File: config.mk
export PLATFORM = sky130hd
export DESIGN_NAME = iso8601_offset_timestamp_to_epoch
export DESIGN_NICKNAME = d
export VERILOG_FILES = /design/src/rtl/iso2ep_pkg.sv /design/src/rtl/iso8601_offset_timestamp_to_epoch.sv
export SDC_FILE = /design/constraint.sdc
export NUM_CORES = 1
export LEC_CHECK = 0
export ABC_CLOCK_PERIOD_IN_PS = 9950
export BUFFER_PORTS_ARGS = -buffer_cell sky130_fd_sc_hd__buf_4
export CAP_MARGIN = 20
export CELL_PAD_IN_SITES_DETAIL_PLACEMENT = 1
export CELL_PAD_IN_SITES_GLOBAL_PLACEMENT = 1
export CORE_UTILIZATION = 30
export CTS_CLUSTER_DIAMETER = 150
export CTS_CLUSTER_SIZE = 12
export DETAILED_ROUTE_END_ITERATION = 8
export GPL_TIMING_DRIVEN = 1
export PLACE_DENSITY_LB_ADDON = 0.1
export SETUP_SLACK_MARGIN = 0.2
export SYNTH_ARGS = -nofsm -noshare
export SYNTH_HDL_FRONTEND = slang
export SYNTH_SLANG_ARGS = --single-unit
export TNS_END_PERCENT = 30
File: constraint.sdc
create_clock -name clk -period 9.95 [get_ports clk]
set_clock_uncertainty 0.1 [all_clocks]
set_input_delay 1.99 -clock clk [delete_from_list [all_inputs] [get_ports clk]]
set_output_delay 1.99 -clock clk [all_outputs]
set_load 0.1 [all_outputs]
File: src/rtl/iso2ep_pkg.sv
// Package for the ISO 8601 offset timestamp to epoch converter.
// Holds the sequencer state type, status codes, character codes and the
// month-start day table. No dependencies.
package iso2ep_pkg;

    // Sequencer states, one-hot
    typedef enum logic [8:0] {
        ST_IDLE  = 9'b000000001,
        ST_Q100  = 9'b000000010,
        ST_DAYS  = 9'b000000100,
        ST_MS    = 9'b000001000,
        ST_TOD   = 9'b000010000,
        ST_LOCAL = 9'b000100000,
        ST_OFFM  = 9'b001000000,
        ST_OFF   = 9'b010000000,
        ST_FIN   = 9'b100000000
    } state_t;

    typedef enum logic [2:0] {
        STAT_OK        = 3'd0,
        STAT_LEN       = 3'd1,
        STAT_CHAR      = 3'd2,
        STAT_RANGE     = 3'd3,
        STAT_MINUS_ONE = 3'd4
    } status_t;

    localparam logic [7:0] CH_ZERO  = 8'h30;
    localparam logic [7:0] CH_NINE  = 8'h39;
    localparam logic [7:0] CH_DASH  = 8'h2D;
    localparam logic [7:0] CH_PLUS  = 8'h2B;
    localparam logic [7:0] CH_COLON = 8'h3A;
    localparam logic [7:0] CH_T     = 8'h54;

    localparam logic [4:0] TS_LEN  = 5'd25;
    localparam logic [4:0] POS_MAX = 5'd31;

    localparam logic [6:0] MONTH_MAX  = 7'd12;
    localparam logic [6:0] DAY_MAX    = 7'd31;
    localparam logic [6:0] HOUR_MAX   = 7'd23;
    localparam logic [6:0] MINUTE_MAX = 7'd59;

    localparam logic [13:0] YEAR_SHIFT = 14'd400;
    // Reciprocal of 100 scaled by 2^19; exact floor for values below 10400
    localparam logic [16:0] RECIP_100  = 17'd5243;
    localparam int          RECIP_SH   = 19;
    localparam logic [16:0] DAYS_YEAR  = 17'd365;
    localparam logic [16:0] SEC_MIN    = 17'd60;
    localparam logic [16:0] SEC_HOUR   = 17'd3600;
    localparam logic [16:0] SEC_DAY    = 17'd86400;
    // Days from 0000-03-01 to 1970-01-01 plus one 400-year era
    localparam logic [39:0] DAYS_BIAS  = 40'd865565;

    // Days from March 1 to the first of month m (1..12) in a March-based year
    function automatic logic [8:0] month_start_doy(input logic [6:0] m);
        logic [8:0] d;
        case (m)
            7'd1:    d = 9'd306;
            7'd2:    d = 9'd337;
            7'd3:    d = 9'd0;
            7'd4:    d = 9'd31;
            7'd5:    d = 9'd61;
            7'd6:    d = 9'd92;
            7'd7:    d = 9'd122;
            7'd8:    d = 9'd153;
            7'd9:    d = 9'd184;
            7'd10:   d = 9'd214;
            7'd11:   d = 9'd245;
            7'd12:   d = 9'd275;
            default: d = 9'd0;
        endcase
        return d;
    endfunction

endpackage

File: src/rtl/iso8601_offset_timestamp_to_epoch.sv
// ISO 8601 timestamp with offset (YYYY-MM-DDTHH:MM:SS+HH:MM) to UTC epoch seconds.
// Single module: character parser, shared multiply-add unit and its sequencer.
// Depends on iso2ep_pkg.
//
// Usage:
//   Slave stream: one ASCII character per beat in s_tdata, s_tlast on the final
//   character of a timestamp. Master stream: one result beat per timestamp,
//   issued for the beat that carried s_tlast.
//   Characters are taken one per cycle while the sequencer is idle. The flagged
//   beat closes the timestamp: length, separator and range checks are done on
//   that beat. A well-formed timestamp then runs 7 steps through one shared
//   multiply-add unit (century quotient, day count, time of day, local
//   seconds, offset seconds) and a finish step that applies the offset and
//   loads the output register; a rejected one goes straight to the finish
//   step. s_tready is low from the flagged beat until the result is loaded
//   into the output register, so characters of the next timestamp wait
//   until then.
//   A finished result waits in the output register; the next timestamp's
//   characters are taken meanwhile, and only its finish cycle waits on
//   m_tready when the receiver stalls.
//   Reset (rst_n low, asynchronous) empties the output register, returns the
//   sequencer to idle and clears the parser, so the next beat starts a new
//   timestamp.
module iso8601_offset_timestamp_to_epoch (
    input  logic        clk,
    input  logic        rst_n,
    input  logic        s_tvalid,
    output logic        s_tready,
    input  logic [7:0]  s_tdata,   // [7:0] ch
    input  logic        s_tlast,   // last
    output logic        m_tvalid,
    input  logic        m_tready,
    output logic [47:0] m_tdata    // [0] valid_res, [3:1] status, [42:4] epoch_seconds,
                                   // [47:43] zero
);
    import iso2ep_pkg::*;

    state_t      state_reg, state_next;

    // Parser state
    logic [4:0]  position_reg, position_next;
    logic [13:0] year_reg, year_next;
    logic [6:0]  month_reg, month_next;
    logic [6:0]  day_reg, day_next;
    logic [6:0]  hour_reg, hour_next;
    logic [6:0]  minute_reg, minute_next;
    logic [6:0]  second_reg, second_next;
    logic [6:0]  ohour_reg, ohour_next;
    logic [6:0]  ominute_reg, ominute_next;
    logic        oneg_reg, oneg_next;
    logic        cherr_reg, cherr_next;

    // Conversion working registers
    status_t     status_reg, status_next;
    logic [6:0]  q100_reg, q100_next;
    logic [22:0] days_reg, days_next;
    logic [16:0] tmp_reg, tmp_next;
    logic [39:0] local_reg, local_next;

    // Output register
    logic        m_tvalid_reg, m_tvalid_next;
    logic        out_ok_reg, out_ok_next;
    status_t     out_status_reg, out_status_next;
    logic [38:0] out_epoch_reg, out_epoch_next;

    logic        in_beat;
    logic        out_free;
    logic [7:0]  ch;
    logic        is_digit;
    logic [3:0]  digit;
    logic [6:0]  acc7;
    logic [6:0]  acc7_new;
    logic [13:0] year_new;
    logic [4:0]  pos_inc;
    logic        range_bad;
    logic [13:0] yy;

    // Shared multiply-add unit
    logic [23:0] mul_a;
    logic [16:0] mul_b;
    logic [39:0] add_c;
    logic [39:0] mac_p;
    logic [39:0] epoch_w;

    assign ch       = s_tdata;
    assign in_beat  = s_tvalid && s_tready;
    assign out_free = !m_tvalid_reg || m_tready;
    assign s_tready = (state_reg == ST_IDLE);

    assign is_digit = (ch >= CH_ZERO) && (ch <= CH_NINE);
    assign digit    = 4'(ch - CH_ZERO);
    assign year_new = 14'(18'(year_reg) * 18'd10 + 18'(digit));
    assign acc7_new = 7'(11'(acc7) * 11'd10 + 11'(digit));
    assign pos_inc  = (position_reg == POS_MAX) ? POS_MAX : 5'(position_reg + 5'd1);

    // Pick the two-digit field addressed by the current position
    always_comb
    begin
        case (position_reg)
            5'd5, 5'd6:   acc7 = month_reg;
            5'd8, 5'd9:   acc7 = day_reg;
            5'd11, 5'd12: acc7 = hour_reg;
            5'd14, 5'd15: acc7 = minute_reg;
            5'd17, 5'd18: acc7 = second_reg;
            5'd20, 5'd21: acc7 = ohour_reg;
            5'd23, 5'd24: acc7 = ominute_reg;
            default:      acc7 = 7'd0;
        endcase
    end

    assign range_bad = (month_next < 7'd1) || (month_next > MONTH_MAX) ||
                       (day_next < 7'd1) || (day_next > DAY_MAX) ||
                       (hour_next > HOUR_MAX) || (minute_next > MINUTE_MAX) ||
                       (second_next > MINUTE_MAX) || (ohour_next > HOUR_MAX) ||
                       (ominute_next > MINUTE_MAX);

    // Year moved one era up and to a March-based year
    assign yy = 14'(year_reg + YEAR_SHIFT - ((month_reg <= 7'd2) ? 14'd1 : 14'd0));

    // Operand selection for the shared unit
    always_comb
    begin
        mul_a = 24'd0;
        mul_b = 17'd0;
        add_c = 40'd0;
        case (state_reg)
            ST_Q100:
            begin
                mul_a = 24'(yy);
                mul_b = RECIP_100;
            end
            ST_DAYS:
            begin
                mul_a = 24'(yy);
                mul_b = DAYS_YEAR;
                add_c = 40'(yy >> 2) - 40'(q100_reg) + 40'(q100_reg >> 2)
                      + 40'(month_start_doy(month_reg)) + 40'(day_reg) - 40'd1
                      - DAYS_BIAS;
            end
            ST_MS:
            begin
                mul_a = 24'(minute_reg);
                mul_b = SEC_MIN;
                add_c = 40'(second_reg);
            end
            ST_TOD:
            begin
                mul_a = 24'(hour_reg);
                mul_b = SEC_HOUR;
                add_c = 40'(tmp_reg);
            end
            ST_LOCAL:
            begin
                mul_a = {{1{days_reg[22]}}, days_reg};
                mul_b = SEC_DAY;
                add_c = 40'(tmp_reg);
            end
            ST_OFFM:
            begin
                mul_a = 24'(ohour_reg);
                mul_b = SEC_MIN;
                add_c = 40'(ominute_reg);
            end
            ST_OFF:
            begin
                mul_a = 24'(tmp_reg);
                mul_b = SEC_MIN;
            end
            default:
            begin
                mul_a = 24'd0;
            end
        endcase
    end

    assign mac_p = 40'($signed(mul_a) * $signed({1'b0, mul_b})) + add_c;

    // Apply the offset: a negative offset means local time is behind UTC
    assign epoch_w = oneg_reg ? (local_reg + 40'(tmp_reg)) : (local_reg - 40'(tmp_reg));

    always_comb
    begin
        state_next      = state_reg;
        position_next   = position_reg;
        year_next       = year_reg;
        month_next      = month_reg;
        day_next        = day_reg;
        hour_next       = hour_reg;
        minute_next     = minute_reg;
        second_next     = second_reg;
        ohour_next      = ohour_reg;
        ominute_next    = ominute_reg;
        oneg_next       = oneg_reg;
        cherr_next      = cherr_reg;
        status_next     = status_reg;
        q100_next       = q100_reg;
        days_next       = days_reg;
        tmp_next        = tmp_reg;
        local_next      = local_reg;
        m_tvalid_next   = m_tvalid_reg && !m_tready;
        out_ok_next     = out_ok_reg;
        out_status_next = out_status_reg;
        out_epoch_next  = out_epoch_reg;

        // Character parser: digit fields, separators, sign
        if (in_beat)
        begin
            position_next = pos_inc;
            case (position_reg)
                5'd0, 5'd1, 5'd2, 5'd3:
                begin
                    if (is_digit)
                        year_next = year_new;
                    else
                        cherr_next = 1'b1;
                end
                5'd5, 5'd6, 5'd8, 5'd9, 5'd11, 5'd12, 5'd14, 5'd15,
                5'd17, 5'd18, 5'd20, 5'd21, 5'd23, 5'd24:
                begin
                    if (!is_digit)
                        cherr_next = 1'b1;
                    else
                    begin
                        case (position_reg)
                            5'd5, 5'd6:   month_next   = acc7_new;
                            5'd8, 5'd9:   day_next     = acc7_new;
                            5'd11, 5'd12: hour_next    = acc7_new;
                            5'd14, 5'd15: minute_next  = acc7_new;
                            5'd17, 5'd18: second_next  = acc7_new;
                            5'd20, 5'd21: ohour_next   = acc7_new;
                            default:      ominute_next = acc7_new;
                        endcase
                    end
                end
                5'd4, 5'd7:
                begin
                    if (ch != CH_DASH)
                        cherr_next = 1'b1;
                end
                5'd10:
                begin
                    if (ch != CH_T)
                        cherr_next = 1'b1;
                end
                5'd13, 5'd16, 5'd22:
                begin
                    if (ch != CH_COLON)
                        cherr_next = 1'b1;
                end
                5'd19:
                begin
                    if (ch == CH_PLUS)
                        oneg_next = 1'b0;
                    else if (ch == CH_DASH)
                        oneg_next = 1'b1;
                    else
                        cherr_next = 1'b1;
                end
                default:
                begin
                    cherr_next = cherr_reg;
                end
            endcase

            // Close the timestamp: length first, then characters, then ranges
            if (s_tlast)
            begin
                if (pos_inc != TS_LEN)
                    status_next = STAT_LEN;
                else if (cherr_next)
                    status_next = STAT_CHAR;
                else if (range_bad)
                    status_next = STAT_RANGE;
                else
                    status_next = STAT_OK;
                state_next = (status_next == STAT_OK) ? ST_Q100 : ST_FIN;
            end
        end

        case (state_reg)
            ST_IDLE:  state_next = state_next;
            ST_Q100:
            begin
                q100_next  = mac_p[RECIP_SH+6:RECIP_SH];
                state_next = ST_DAYS;
            end
            ST_DAYS:
            begin
                days_next  = mac_p[22:0];
                state_next = ST_MS;
            end
            ST_MS:
            begin
                tmp_next   = mac_p[16:0];
                state_next = ST_TOD;
            end
            ST_TOD:
            begin
                tmp_next   = mac_p[16:0];
                state_next = ST_LOCAL;
            end
            ST_LOCAL:
            begin
                local_next = mac_p;
                state_next = ST_OFFM;
            end
            ST_OFFM:
            begin
                tmp_next   = mac_p[16:0];
                state_next = ST_OFF;
            end
            ST_OFF:
            begin
                tmp_next   = mac_p[16:0];
                state_next = ST_FIN;
            end
            ST_FIN:
            begin
                // Hold here until the output register frees up
                if (out_free)
                begin
                    m_tvalid_next   = 1'b1;
                    out_status_next = status_reg;
                    out_epoch_next  = 39'd0;
                    if (status_reg == STAT_OK)
                    begin
                        if (local_reg == {40{1'b1}})
                            out_status_next = STAT_MINUS_ONE;
                        else
                            out_epoch_next = epoch_w[38:0];
                    end
                    out_ok_next   = (out_status_next == STAT_OK);
                    // Drop the parsed fields for the next timestamp
                    position_next = 5'd0;
                    year_next     = 14'd0;
                    month_next    = 7'd0;
                    day_next      = 7'd0;
                    hour_next     = 7'd0;
                    minute_next   = 7'd0;
                    second_next   = 7'd0;
                    ohour_next    = 7'd0;
                    ominute_next  = 7'd0;
                    oneg_next     = 1'b0;
                    cherr_next    = 1'b0;
                    state_next    = ST_IDLE;
                end
            end
            default:  state_next = ST_IDLE;
        endcase
    end

    always_ff @(posedge clk or negedge rst_n)
    begin
        if (!rst_n)
        begin
            state_reg    <= ST_IDLE;
            m_tvalid_reg <= 1'b0;
            position_reg <= 5'd0;
            year_reg     <= 14'd0;
            month_reg    <= 7'd0;
            day_reg      <= 7'd0;
            hour_reg     <= 7'd0;
            minute_reg   <= 7'd0;
            second_reg   <= 7'd0;
            ohour_reg    <= 7'd0;
            ominute_reg  <= 7'd0;
            oneg_reg     <= 1'b0;
            cherr_reg    <= 1'b0;
            status_reg   <= STAT_OK;
        end
        else
        begin
            state_reg    <= state_next;
            m_tvalid_reg <= m_tvalid_next;
            position_reg <= position_next;
            year_reg     <= year_next;
            month_reg    <= month_next;
            day_reg      <= day_next;
            hour_reg     <= hour_next;
            minute_reg   <= minute_next;
            second_reg   <= second_next;
            ohour_reg    <= ohour_next;
            ominute_reg  <= ominute_next;
            oneg_reg     <= oneg_next;
            cherr_reg    <= cherr_next;
            status_reg   <= status_next;
        end
    end

    // Payload registers
    always_ff @(posedge clk)
    begin
        q100_reg       <= q100_next;
        days_reg       <= days_next;
        tmp_reg        <= tmp_next;
        local_reg      <= local_next;
        out_ok_reg     <= out_ok_next;
        out_status_reg <= out_status_next;
        out_epoch_reg  <= out_epoch_next;
    end

    assign m_tvalid = m_tvalid_reg;
    assign m_tdata  = {5'd0, out_epoch_reg, out_status_reg, out_ok_reg};

    // A closing beat either starts the conversion or goes straight to finish
    a_close_path: assert property (@(posedge clk) disable iff (!rst_n)
        (in_beat && s_tlast) |=> (state_reg == ST_Q100 || state_reg == ST_FIN))
        else $error("closing beat did not start conversion or finish");

    // A new result only appears out of the finish state
    a_result_from_fin: assert property (@(posedge clk) disable iff (!rst_n)
        (m_tvalid && !$past(m_tvalid && !m_tready)) |-> $past(state_reg == ST_FIN))
        else $error("result loaded outside the finish state");

    // valid_res agrees with status
    a_valid_status: assert property (@(posedge clk) disable iff (!rst_n)
        m_tvalid |-> (m_tdata[0] == (m_tdata[3:1] == STAT_OK)))
        else $error("valid_res does not match status");

    // A rejected timestamp carries zero seconds
    a_reject_zero: assert property (@(posedge clk) disable iff (!rst_n)
        (m_tvalid && !m_tdata[0]) |-> (m_tdata[42:4] == 39'd0))
        else $error("rejected result carries nonzero epoch");

endmodule

==> run summary, run 1 <==
The die span in y works out to 303.6 µm. Counting every sink on the clock net gives 212. The average routed wire per standard cell was 20.89 µm. The wire-length estimate of the detail-placed layout is 75570 µm. The standby leakage power is 0.01564 µW, and the count of fill cells added during filler insertion is 10.30k. The count of warnings emitted by yosys is 0. Clock tree synthesis inserted a total of 21 buffers.

Number of endpoints failing setup at the final stage: 1. The setup path with the least slack is of type reg -> reg. The global-route met1 utilization is 0.2922, and the first-pass GRT wire length is 141100 µm.

In this run the worst hold path is classified as reg -> reg. The cell sitting at the root of the clock tree is a sky130_fd_sc_hd__clkbuf_16. After synthesis, the netlist uses 94 different library cells.

In the post-synthesis netlist, the biggest area contributors are sky130_fd_sc_hd__fa_1 28%, sky130_fd_sc_hd__edfxtp_1 14%, sky130_fd_sc_hd__ha_1 12%. The initial antenna violation count is 3, and the initial cell density of the core is 0.3032. The final layout contains 3779 nets. The slowest stage of the critical path is the sky130_fd_sc_hd__fa_2 cell. 63 I/O pins were placed. The run gives -0.01042 ns as the worst-case setup margin in the final layout. For the finished layout, the period the worst path requires is 9.960 ns. The synthesized netlist occupies a cell area of 27290 µm².

Worst-case headroom to the max-slew limit: 0.3271. The total of max-cap violations was 0; the share of layout cells above drive strength 1 was 0.1301. The worst-skew pair later-pin latency is 0.54 ns. The longest individual stage delay on the worst path was 0.55 ns; the number of enable flip-flop cells after synthesis was 130. From left edge to right edge, the die measures 303.6 µm. The total power is 11130 µW.

The tools report the utilization after layout as 0.3552. Along the worst path, the maximum fanout reaches 3. The worst-case IR drop observed on VDD is 378.9 µV. The flow ran to the end, but the final reports show violations. The core region is 90010 µm². For the number of antenna repair diodes, the log shows 0.

The count of TritonRoute iterations in the first routing pass is 5, and the number of rows in the core area is 110. Wires add up to 90240 µm. For the count of final hold-check violations, the log shows 0. The die covers 92170 µm². For the worst setup path, the data arrival time is 10.12 ns. The run gives 0.4639 ns as the worst slack on hold paths. The run gives 23.40k as the number of global-route vias before repair. The first routing iteration left 1108 violations. The run gives 1 as the count of H-tree levels built during CTS.

The global placer's final weighted congestion was 0.8877. The flip-flop and latch count after synthesis works out to 212. The residual overflow from global routing is 0. The slew at the pin with the worst max-slew slack works out to 1.004 ns. The worst setup path is launched from a register. The total global-route track usage came out at 0.2003. The number of instances in the synthesized netlist was 2852. Setup repair after global routing could not meet its margin everywhere.

The count of nets left with antenna violations once routing finished came out at 0. The run gives 0 as the final-report max-slew violation count. For the global routing usage on met3, the log shows 0.01014. After detailed routing, the number of remaining DRC violations is 0. Among all flip-flop cells after synthesis, the most frequent one is sky130_fd_sc_hd__edfxtp_1.

The area growth from synthesis to layout is 17.17%. Using the TritonRoute via totals, the vias-per-cell ratio works out to 4.905. Entering global routing, the biggest net connects 65 pins. TritonCTS built the clock tree. The global-route layer with the greatest usage was met2.

The share of the cycle needed by the critical path after routing was 1.001. Clock-pin slew was measured on the worst setup and hold paths at 0.07 ns. Top-area cell type share of the netlist area: 0.2751. Data on the critical path is required at its endpoint by 10.11 ns.

The multi-input logic area was 20130 µm². The share of async-settable or async-resettable flops after synthesis came out at 0.3868. For this block, the via count after detailed routing is 21.18k. The routing usage on met2 came out at 0.3332. Endpoint kind of the worst setup timing path: a register. Summed over all instances, the cell type with the most area after synthesis is sky130_fd_sc_hd__fa_1.

The final reports fail on negative setup slack. The average instance in the mapped netlist occupies 9.568 µm². Maximum root-to-sink buffer count: 3. Summing all flip-flop and latch instances after layout gives 5958 µm².

The power per standard cell area was 348.0 nW/µm²; the sequential share of the synthesized area was 0.2183. The count of buffers from port buffering was 57. The flip-flop count of the largest register after layout is 40.

For this run, the top clock speed supported by timing is 0.1004 GHz.
-- routing by layer --
metal / wire length [µm] / vias to the layer above
met5: 0 / -
met4: 1103 / 0
met3: 2377 / 67
met2: 42330 / 324
met1: 44430 / 10926
li1: - / 9866
-- layout make-up --
cell class              instances  share of cell area
multi-input cells            2114              0.6296
flip-flops and latches        212              0.1864
inverters                     567             0.06672
repair buffers                223             0.05392
well taps                    1176             0.04602
clock buffers                  25             0.01691
clock inverters                 2           0.0004305
-- synth_stat cells (16+ instances only) --
master and count:
sky130_fd_sc_hd__dfrtp_1 81, sky130_fd_sc_hd__ha_1 252, sky130_fd_sc_hd__nand4_1 28, sky130_fd_sc_hd__edfxtp_1 130, sky130_fd_sc_hd__or3_1 16, sky130_fd_sc_hd__xor2_1 54
sky130_fd_sc_hd__fa_1 375, sky130_fd_sc_hd__a21o_1 52, sky130_fd_sc_hd__a22oi_1 17, sky130_fd_sc_hd__and2_1 32, sky130_fd_sc_hd__clkbuf_1 52, sky130_fd_sc_hd__nand3_1 65
sky130_fd_sc_hd__nor2_1 153, sky130_fd_sc_hd__o21ai_0 81, sky130_fd_sc_hd__mux2i_1 26, sky130_fd_sc_hd__nor3_1 46, sky130_fd_sc_hd__xnor2_1 83, sky130_fd_sc_hd__a21oi_1 162
sky130_fd_sc_hd__a211oi_1 26, sky130_fd_sc_hd__nand2b_1 22, sky130_fd_sc_hd__nand2_1 249, sky130_fd_sc_hd__inv_1 565, sky130_fd_sc_hd__o21bai_1 23
-- where the power goes --
| part | total [µW] | switching (µW) | internal (µW) |
|---|---|---|---|
| Sequential | 1280 | 82.2 | 1190 |
| Clock | 736 | 356 | 380 |
| Combinational | 9110 | 5070 | 4040 |
| Total | 11100 | 5510 | 5620 |
-- cells in the final DEF, fill, tap and decap left out, types with 11 or more instances in the layout --
cell type,count
sky130_fd_sc_hd__nand2b_1,22
sky130_fd_sc_hd__o211ai_1,12
sky130_fd_sc_hd__a31oi_1,13
sky130_fd_sc_hd__o21bai_1,19
sky130_fd_sc_hd__a211oi_1,22
sky130_fd_sc_hd__a222oi_1,11
sky130_fd_sc_hd__mux2i_1,26
sky130_fd_sc_hd__and2_1,31
sky130_fd_sc_hd__edfxtp_1,130
sky130_fd_sc_hd__o21ai_1,14
sky130_fd_sc_hd__nor2_1,152
sky130_fd_sc_hd__buf_4,212
sky130_fd_sc_hd__nand2_1,249
sky130_fd_sc_hd__a21o_1,52
sky130_fd_sc_hd__fa_1,373
sky130_fd_sc_hd__xor2_1,50
sky130_fd_sc_hd__nand3_1,64
sky130_fd_sc_hd__xnor2_1,70
sky130_fd_sc_hd__inv_1,547
sky130_fd_sc_hd__dfrtp_1,80
sky130_fd_sc_hd__o21ai_0,61
sky130_fd_sc_hd__inv_2,17
sky130_fd_sc_hd__a22oi_1,17
sky130_fd_sc_hd__ha_4,18
sky130_fd_sc_hd__xnor2_2,11
sky130_fd_sc_hd__a21oi_2,18
sky130_fd_sc_hd__nor2b_1,11
sky130_fd_sc_hd__conb_1,117
sky130_fd_sc_hd__nor3_1,42
sky130_fd_sc_hd__ha_1,232
sky130_fd_sc_hd__a21oi_1,140
sky130_fd_sc_hd__nand4_1,28
sky130_fd_sc_hd__and3_1,13
sky130_fd_sc_hd__clkbuf_16,21
sky130_fd_sc_hd__or3_1,14
-- cells by family after synthesis --
| logic type | count (synthesis) | share of synthesized area |
|---|---|---|
| simple gates | 712 | 0.1274 |
| buf+inv | 641 | 0.08973 |
| fa+ha+maj | 627 | 0.3907 |
| compound gates | 488 | 0.1167 |
| flops | 212 | 0.2183 |
| xor+xnor | 138 | 0.04480 |
| mux | 32 | 0.01210 |
| other cells | 2 | 0.0002752 |
-- stage by stage --
step                      std cells   TNS, ns  area, µm²  setup slack (ns)
after floorplan                2967         0      27800            0.2115
after global placement         4263    -1.931      30470           -0.3630
after detailed placement       4264    -4.169      30480           -0.6070
final                          4319  -0.01042      31970          -0.01042
after global routing           4319    -3.817      31970           -0.3760
after CTS                      4311  -0.08751      31450          -0.05074
-- timing repair --
| action | in CTS | in global routing |
|---|---|---|
| gates resized for setup | 69 | 86 |
| hold buffers | 0 | 0 |
| hold endpoints to repair | 0 | 0 |
| setup endpoints to repair | 36 | 48 |
| pin swaps | 71 | 78 |
| setup buffers | 20 | 8 |
-- critical path, delay by kind of cell, from the launching register on --
| family | cells | cell delay (ns) |
|---|---|---|
| xor+xnor | 3 | 0.44 |
| fa+ha+maj | 14 | 5.07 |
| compound gates | 13 | 2.13 |
| buf+inv | 8 | 0.38 |
| simple gates | 7 | 1.12 |
| flops | 1 | 0.45 |
-- final timing paths --
check | startpoint | to | slack [ns] | depth (start not counted)
min in group asynchronous | rst_n | cherr_reg | 1.23 | 1
hold reg to reg | second_reg[0] | second_reg[0] | 0.46 | 2
max in group asynchronous | rst_n | month_reg[1] | 7.26 | 2
setup / recovery | month_reg[1] | local_reg[39] | -0.01 | 45
setup reg to reg | month_reg[1] | local_reg[39] | -0.01 | 45
hold / removal | second_reg[0] | second_reg[0] | 0.46 | 2
Note: power is estimated with default switching activity, not from simulation.
==> run 2: changes to the inputs <==
Settings changed: BUFFER_PORTS_ARGS -buffer_cell sky130_fd_sc_hd__buf_4 to -buffer_cell sky130_fd_sc_hd__buf_2.
==> run 2 against run 1 <==
- maximum frequency fell by 0.32%
- count of clock-buffer cells in the layout fell by 2
- global-route usage down 0.17 points
- the run still ends with negative setup slack left
- final cell count is 0.23% lower
- via count down 0.77%
- highest routed layer unchanged
- non-clock buffer count down 8
==> run summary, run 2 (same netlist as run 1, synthesis figures left out) <==
Leaving out fill and tap cells, the most frequent cell in the layout is sky130_fd_sc_hd__inv_1. The first detailed-routing pass ran for 7 iterations. The critical path launch point type was a register. In this run the cell area measured after placement is 30340 µm². The run gives 1 as the count of H-tree levels built during CTS.

The total power was 10540 µW. The checks that failed: negative setup slack. The die span in y works out to 303.6 µm. Sum of net half-perimeters after detailed placement: 76250 µm. The smallest clock period supported by the final layout is computed as 9.992 ns.

The number of nets still failing antenna checks after routing is 0. The die covers 92170 µm². Final-report max-slew violation count: 0. Buffers inserted to repair hold after CTS numbered 0. The clock slew seen by the registers of the worst setup and hold paths works out to 0.07 ns. The worst hold path belongs to the class reg -> reg. The worst-skew pair later-pin latency was 0.54 ns; the slew at the pin with the worst max-slew slack was 1.006 ns. For this run, the top clock speed supported by timing is 0.1001 GHz.

TritonCTS built the clock tree. The first global-routing pass estimated 139600 µm of wire. The flip-flop count of the largest register after layout is 40, and the horizontal die dimension is 303.6 µm. The share of layout cells above drive strength 1 is 0.1251. The worst setup path is captured at a register. The number of rows in the core area was 110; the worst-case headroom to the max-slew limit was 0.3292. Worst-case setup margin in the final layout: -0.04219 ns.

Routability-driven placement finished with a final weighted congestion of 0.8585. Data on the critical path is required at its endpoint by 10.13 ns. For the number of endpoints failing setup at the final stage, the log shows 1. The initial antenna violation count is 1, and the count of final hold-check violations is 0.

After detailed routing, the total wire length is 89410 µm. Across the run, the number of max-cap violations was 0. The net count reported at finish was 3771; the worst-path maximum fanout was 3.

The total core area was 90010 µm². Counting every sink on the clock net gives 212. Using the TritonRoute via totals, the vias-per-cell ratio works out to 4.878.

The critical path class is reg -> reg. Power per standard cell area: 333.5 nW/µm². The logs give 1150 for the number of DRC violations after detailed-routing iteration 0 and 0 for the number of antenna repair diodes. Initial cell density of the core: 0.3032.

The worst voltage drop across the vdd grid came out at 304.0 µV. Setup repair after global routing could not meet its margin everywhere. Entering global routing, the biggest net connects 66 pins.

Longest individual stage delay on the worst path: 0.54 ns. The utilization after layout is 0.3511. The area growth from synthesis to layout is 15.83%. The flow ran to the end, but the final reports show violations. The number of global-route vias before repair was 23.15k; the number of design rule violations left after detail routing was 0. Global routing finished with a remaining overflow of 0.

The cell with the largest stage delay on the worst path is sky130_fd_sc_hd__fa_1. The tree is rooted in a sky130_fd_sc_hd__clkbuf_16. For this design the top-level I/O count stands at 63. In this run the static leakage power is 0.01553 µW. For the worst slack on hold paths, the log shows 0.4595 ns. The library cells used most frequently in the layout, excluding fill and tap cells, are 551 x sky130_fd_sc_hd__inv_1, 372 x sky130_fd_sc_hd__fa_1, 248 x sky130_fd_sc_hd__nand2_1, 235 x sky130_fd_sc_hd__ha_1, 154 x sky130_fd_sc_hd__buf_4. OpenSTA, run right after detailed placement, puts the worst setup slack at -0.6423 ns. The share of the cycle needed by the critical path after routing works out to 1.004.

Data arrives at the worst endpoint at 10.17 ns. In this run, CTS created clock tree buffers numbering 21. In the final routed layout, each cell accounts on average for 20.75 µm. After routing the design area is 31610 µm². The logs give 3 for the maximum root-to-sink buffer count and 21.02k for the total vias in the final route. Port buffering added 57 buffers.

The total global-route track usage was 0.1986.
run 2: timing repair:
| action | 4_1_cts | 5_1_grt |
|---|---|---|
| pin swaps | 52 | 75 |
| endpoints found under the setup margin | 36 | 48 |
| setup buffers | 9 | 9 |
| gates resized for setup | 45 | 79 |
run 2: layout make-up:
class / instances / area, µm²
multi-input cells: 2114 / 19980
flip-flops and latches: 212 / 5958
clock buffers: 23 / 533.0
fillers: 10325 / 58400
clock inverters: 2 / 38.79
well taps: 1176 / 1471
repair buffers: 215 / 1495
inverters: 567 / 2131
run 2: worst paths after layout:
kind | start | end | slack (ns) | depth (start not counted)
min reg2reg | minute_reg[0] | minute_reg[0] | 0.46 | 2
min in group asynchronous | rst_n | cherr_reg | 1.23 | 1
max reg2reg | month_reg[1] | local_reg[38] | -0.04 | 46
max | month_reg[1] | local_reg[38] | -0.04 | 46
min | minute_reg[0] | minute_reg[0] | 0.46 | 2
max in group asynchronous | rst_n | month_reg[1] | 7.26 | 2
run 2: power by group:
part	leakage [µW]	switching, µW	internal (µW)
combinational	0.0130	4790	3710
sequential	0.00221	91.6	1190
clock	0.000280	357	403
run 2: worst max-delay path, delay by kind of cell (launching register included):
kind,cells,cell delay [ns]
xor+xnor,3,0.50
compound gates,17,3.07
fa+ha+maj,13,4.64
buf+inv,9,0.46
simple gates,4,0.51
flops,1,0.45
run 2: through the flow:
stage | instances | TNS, ns
after floorplan | 2967 | 0
after global placement | 4265 | -2.081
after detailed placement | 4265 | -4.577
after CTS | 4299 | -1.517
after global routing | 4309 | -3.137
final | 4309 | -0.04219
run 2: per-layer routing:
metal | track usage | routed length, µm | up-vias
li1 | - | - | 9826
met1 | 0.2898 | 44170 | 10816
met2 | 0.3287 | 41380 | 326
met3 | 0.01342 | 2860 | 51
met4 | 0.02679 | 996 | 0
met5 | 0 | 0 | -
==> run 3: changes to the inputs <==
Settings changed: CORE_ASPECT_RATIO from default to 0.75, GPL_ROUTABILITY_DRIVEN from default to 0.
==> run 3 against run 2 <==
- the run now ends clean
- wire length grew 1.3%
- hold slack better by 0.0016 ns
- clock power rose by 4.5%
- via count barely moved
- count of clock-buffer cells in the layout rose by 11
- critical path type unchanged
- largest cell class unchanged
==> run summary, run 3 (same netlist as run 1, synthesis figures left out) <==
The worst-skew pair later-pin latency is 0.56 ns. The residual overflow from global routing is 0, and the worst-case headroom to the max-slew limit is 0.2844. The longest clock path from root to sink contains 3 buffers. From synthesis to final layout, the design area changed by 16.13%. The register with the most flip-flops in the layout has 40 of them. The flow ran to the end, and the final reports show no timing, DRC or antenna violations. The maximum number of pins on one net before global-route repair is 68, and the setup slack after placement is -0.5407 ns.

The count of fill cells added during filler insertion is 10.38k, and the count of buffers from port buffering is 57. The slowest stage of the critical path is the sky130_fd_sc_hd__fa_2 cell. TritonCTS built the clock tree. STA puts the critical path data required time at 10.15 ns. In the final layout, the multi-input gates occupy 20000 µm².

The top cell types in the final layout, fill and taps aside, are 555 x sky130_fd_sc_hd__inv_1, 371 x sky130_fd_sc_hd__fa_1, 248 x sky130_fd_sc_hd__nand2_1, 231 x sky130_fd_sc_hd__ha_1, 152 x sky130_fd_sc_hd__buf_4. The final-report max-slew violation count came out at 0. Detailed routing inserted a total of 21.03k vias. For the first-pass GRT wire length, the log shows 142200 µm. Die span in y: 263.2 µm.

The class of the worst hold path is reg -> reg. For the sequential cell area in the final layout, the log shows 5958 µm². STA classifies the critical path startpoint as a register. The count of H-tree levels built during CTS is 1, and the slew at the pin with the worst max-slew slack is 1.073 ns. The worst setup path is captured at a register.

Share of the cycle needed by the critical path after routing: 0.9885. The power per standard cell area is 350.7 nW/µm², and the total global-route track usage is 0.2020. Clock-pin slew was measured on the worst setup and hold paths at 0.07 ns.

Once routing completed, OpenROAD measured the worst setup slack at 0.1141 ns. Summing all placed instances gives a cell area of 30390 µm². Setup repair after global routing could not meet its margin everywhere. In the routed layout, each cell is associated on average with a via count of 4.830. The run gives 341.4 µV as the worst voltage drop across the vdd grid.

Summed over all cells, the static leakage comes to 0.01553 µW. The worst path arrival time is 10.03 ns, and the total of max-cap violations is 0. The total core area is 89860 µm², and the final critical-path required period is 9.836 ns.

Setup violations remaining at the end of the flow were counted as 0. The critical path class was reg -> reg. The count of final hold-check violations is 0, and the number of buffers created by CTS is 21.

In the routed design, unresolved DRC markers number 0. Summed over all layers, the routed wires come to 90590 µm. The floorplan has 95 rows. The count of nets left with antenna violations once routing finished came out at 0. The longest individual stage delay on the worst path was 0.55 ns. After clock tree synthesis, the flow added hold-fix buffers numbering 0. For this design, the sink count on the clock tree is 212. After legalization and detailed placement, the total HPWL measured 77150 µm.

The detailed router finished its first iteration with 1453 violations. After the last flow step, the layout net total stands at 3768. The total die area is 92180 µm², and the timing-limited maximum frequency is 0.1017 GHz. The run gives 0.3037 as the initial cell density of the core.

The tools report the finished layout cell area as 31690 µm². The horizontal die dimension is 350.3 µm, and the count of TritonRoute iterations in the first routing pass is 6. The initial antenna violation count was 7; the final instance count without filler cells was 4355.

The run gives 4303 as the total instance count after detailed placement. The share of layout cells above drive strength 1 works out to 0.1238. The commonest non-fill, non-tap cell in the layout is sky130_fd_sc_hd__inv_1. 63 I/O pins were placed.

For the number of global-route vias before repair, the log shows 22.93k. The average routed wire per standard cell came out at 20.80 µm. In this run the worst path has a maximum fanout of 3. Cell chosen for the clock root: sky130_fd_sc_hd__clkbuf_16.
## run 3: cell count changes in the layout (fill, tap and decap cells not counted), moves of 3 or more
cell / change
sky130_fd_sc_hd__inv_2: -4
sky130_fd_sc_hd__o21ai_1: +4
sky130_fd_sc_hd__inv_1: +4
sky130_fd_sc_hd__a21oi_1: +3
sky130_fd_sc_hd__ha_1: -4
sky130_fd_sc_hd__clkbuf_1: +11
## run 3: repair_timing
| item | in CTS | in global routing |
|---|---|---|
| gates resized for setup | 58 | 67 |
| pin swaps | 82 | 62 |
| buffers inserted | 10 | 3 |
| setup endpoints to repair | 40 | 48 |
## run 3: through the flow
stage | hold slack, ns | power, µW | utilization | setup TNS, ns
after floorplan | 0.4006 | 6215 | - | 0
after global placement | 0.4396 | 9113 | 0.3382 | -1.772
after detailed placement | 0.4472 | 9231 | 0.3382 | -4.488
after CTS | 0.4657 | 10410 | 0.3487 | -0.005982
after global routing | 0.4759 | 12020 | 0.3526 | -2.879
final | 0.4612 | 11110 | 0.3526 | 0
## run 3: layout make-up
| type | count | share of cell area |
|---|---|---|
| multi-input combinational | 2114 | 0.6310 |
| sequential | 212 | 0.1880 |
| tap | 1212 | 0.04785 |
| timing repair buffer | 212 | 0.04635 |
| clock buffer | 34 | 0.01812 |
| inverter | 567 | 0.06724 |
| clock inverter | 2 | 0.001224 |
| antenna | 2 | 0.0001579 |
## run 3: per-layer routing
layer	part of all wire	vias to the layer above	GRT usage
met5	0	-	0
met4	0.0092	0	0.02148
met3	0.052	54	0.02925
met2	0.39	388	0.2796
met1	0.55	10742	0.3331
li1	-	9850	-
## run 3: path summary, 6_finish.rpt
kind | start | to | slack [ns] | cells past startpoint
worst max-delay path | month_reg[1] | local_reg[38] | 0.11 | 47
worst min-delay path | second_reg[0] | second_reg[0] | 0.46 | 2
worst max register to register | month_reg[1] | local_reg[38] | 0.11 | 47
worst min register to register | second_reg[0] | second_reg[0] | 0.46 | 2
max in group asynchronous | rst_n | m_tvalid | 7.31 | 2
min in group asynchronous | rst_n | year_reg[11] | 1.21 | 1
## run 3: worst max-delay path: cells and delay by family (launching register included)
kind / cells / cell delay, ns
adder cells (fa/ha/maj): 13 / 4.30
AO/OA/AOI/OAI: 13 / 2.26
AND/OR/NAND/NOR: 11 / 1.71
buffers and inverters: 8 / 0.47
flip-flops: 1 / 0.44
XOR/XNOR: 2 / 0.32
## run 3: where the power goes
group,switching (µW),total [µW],internal (µW)
Sequential,91.1,1290,1190
Clock,374,794,420
Combinational,5160,9030,3870
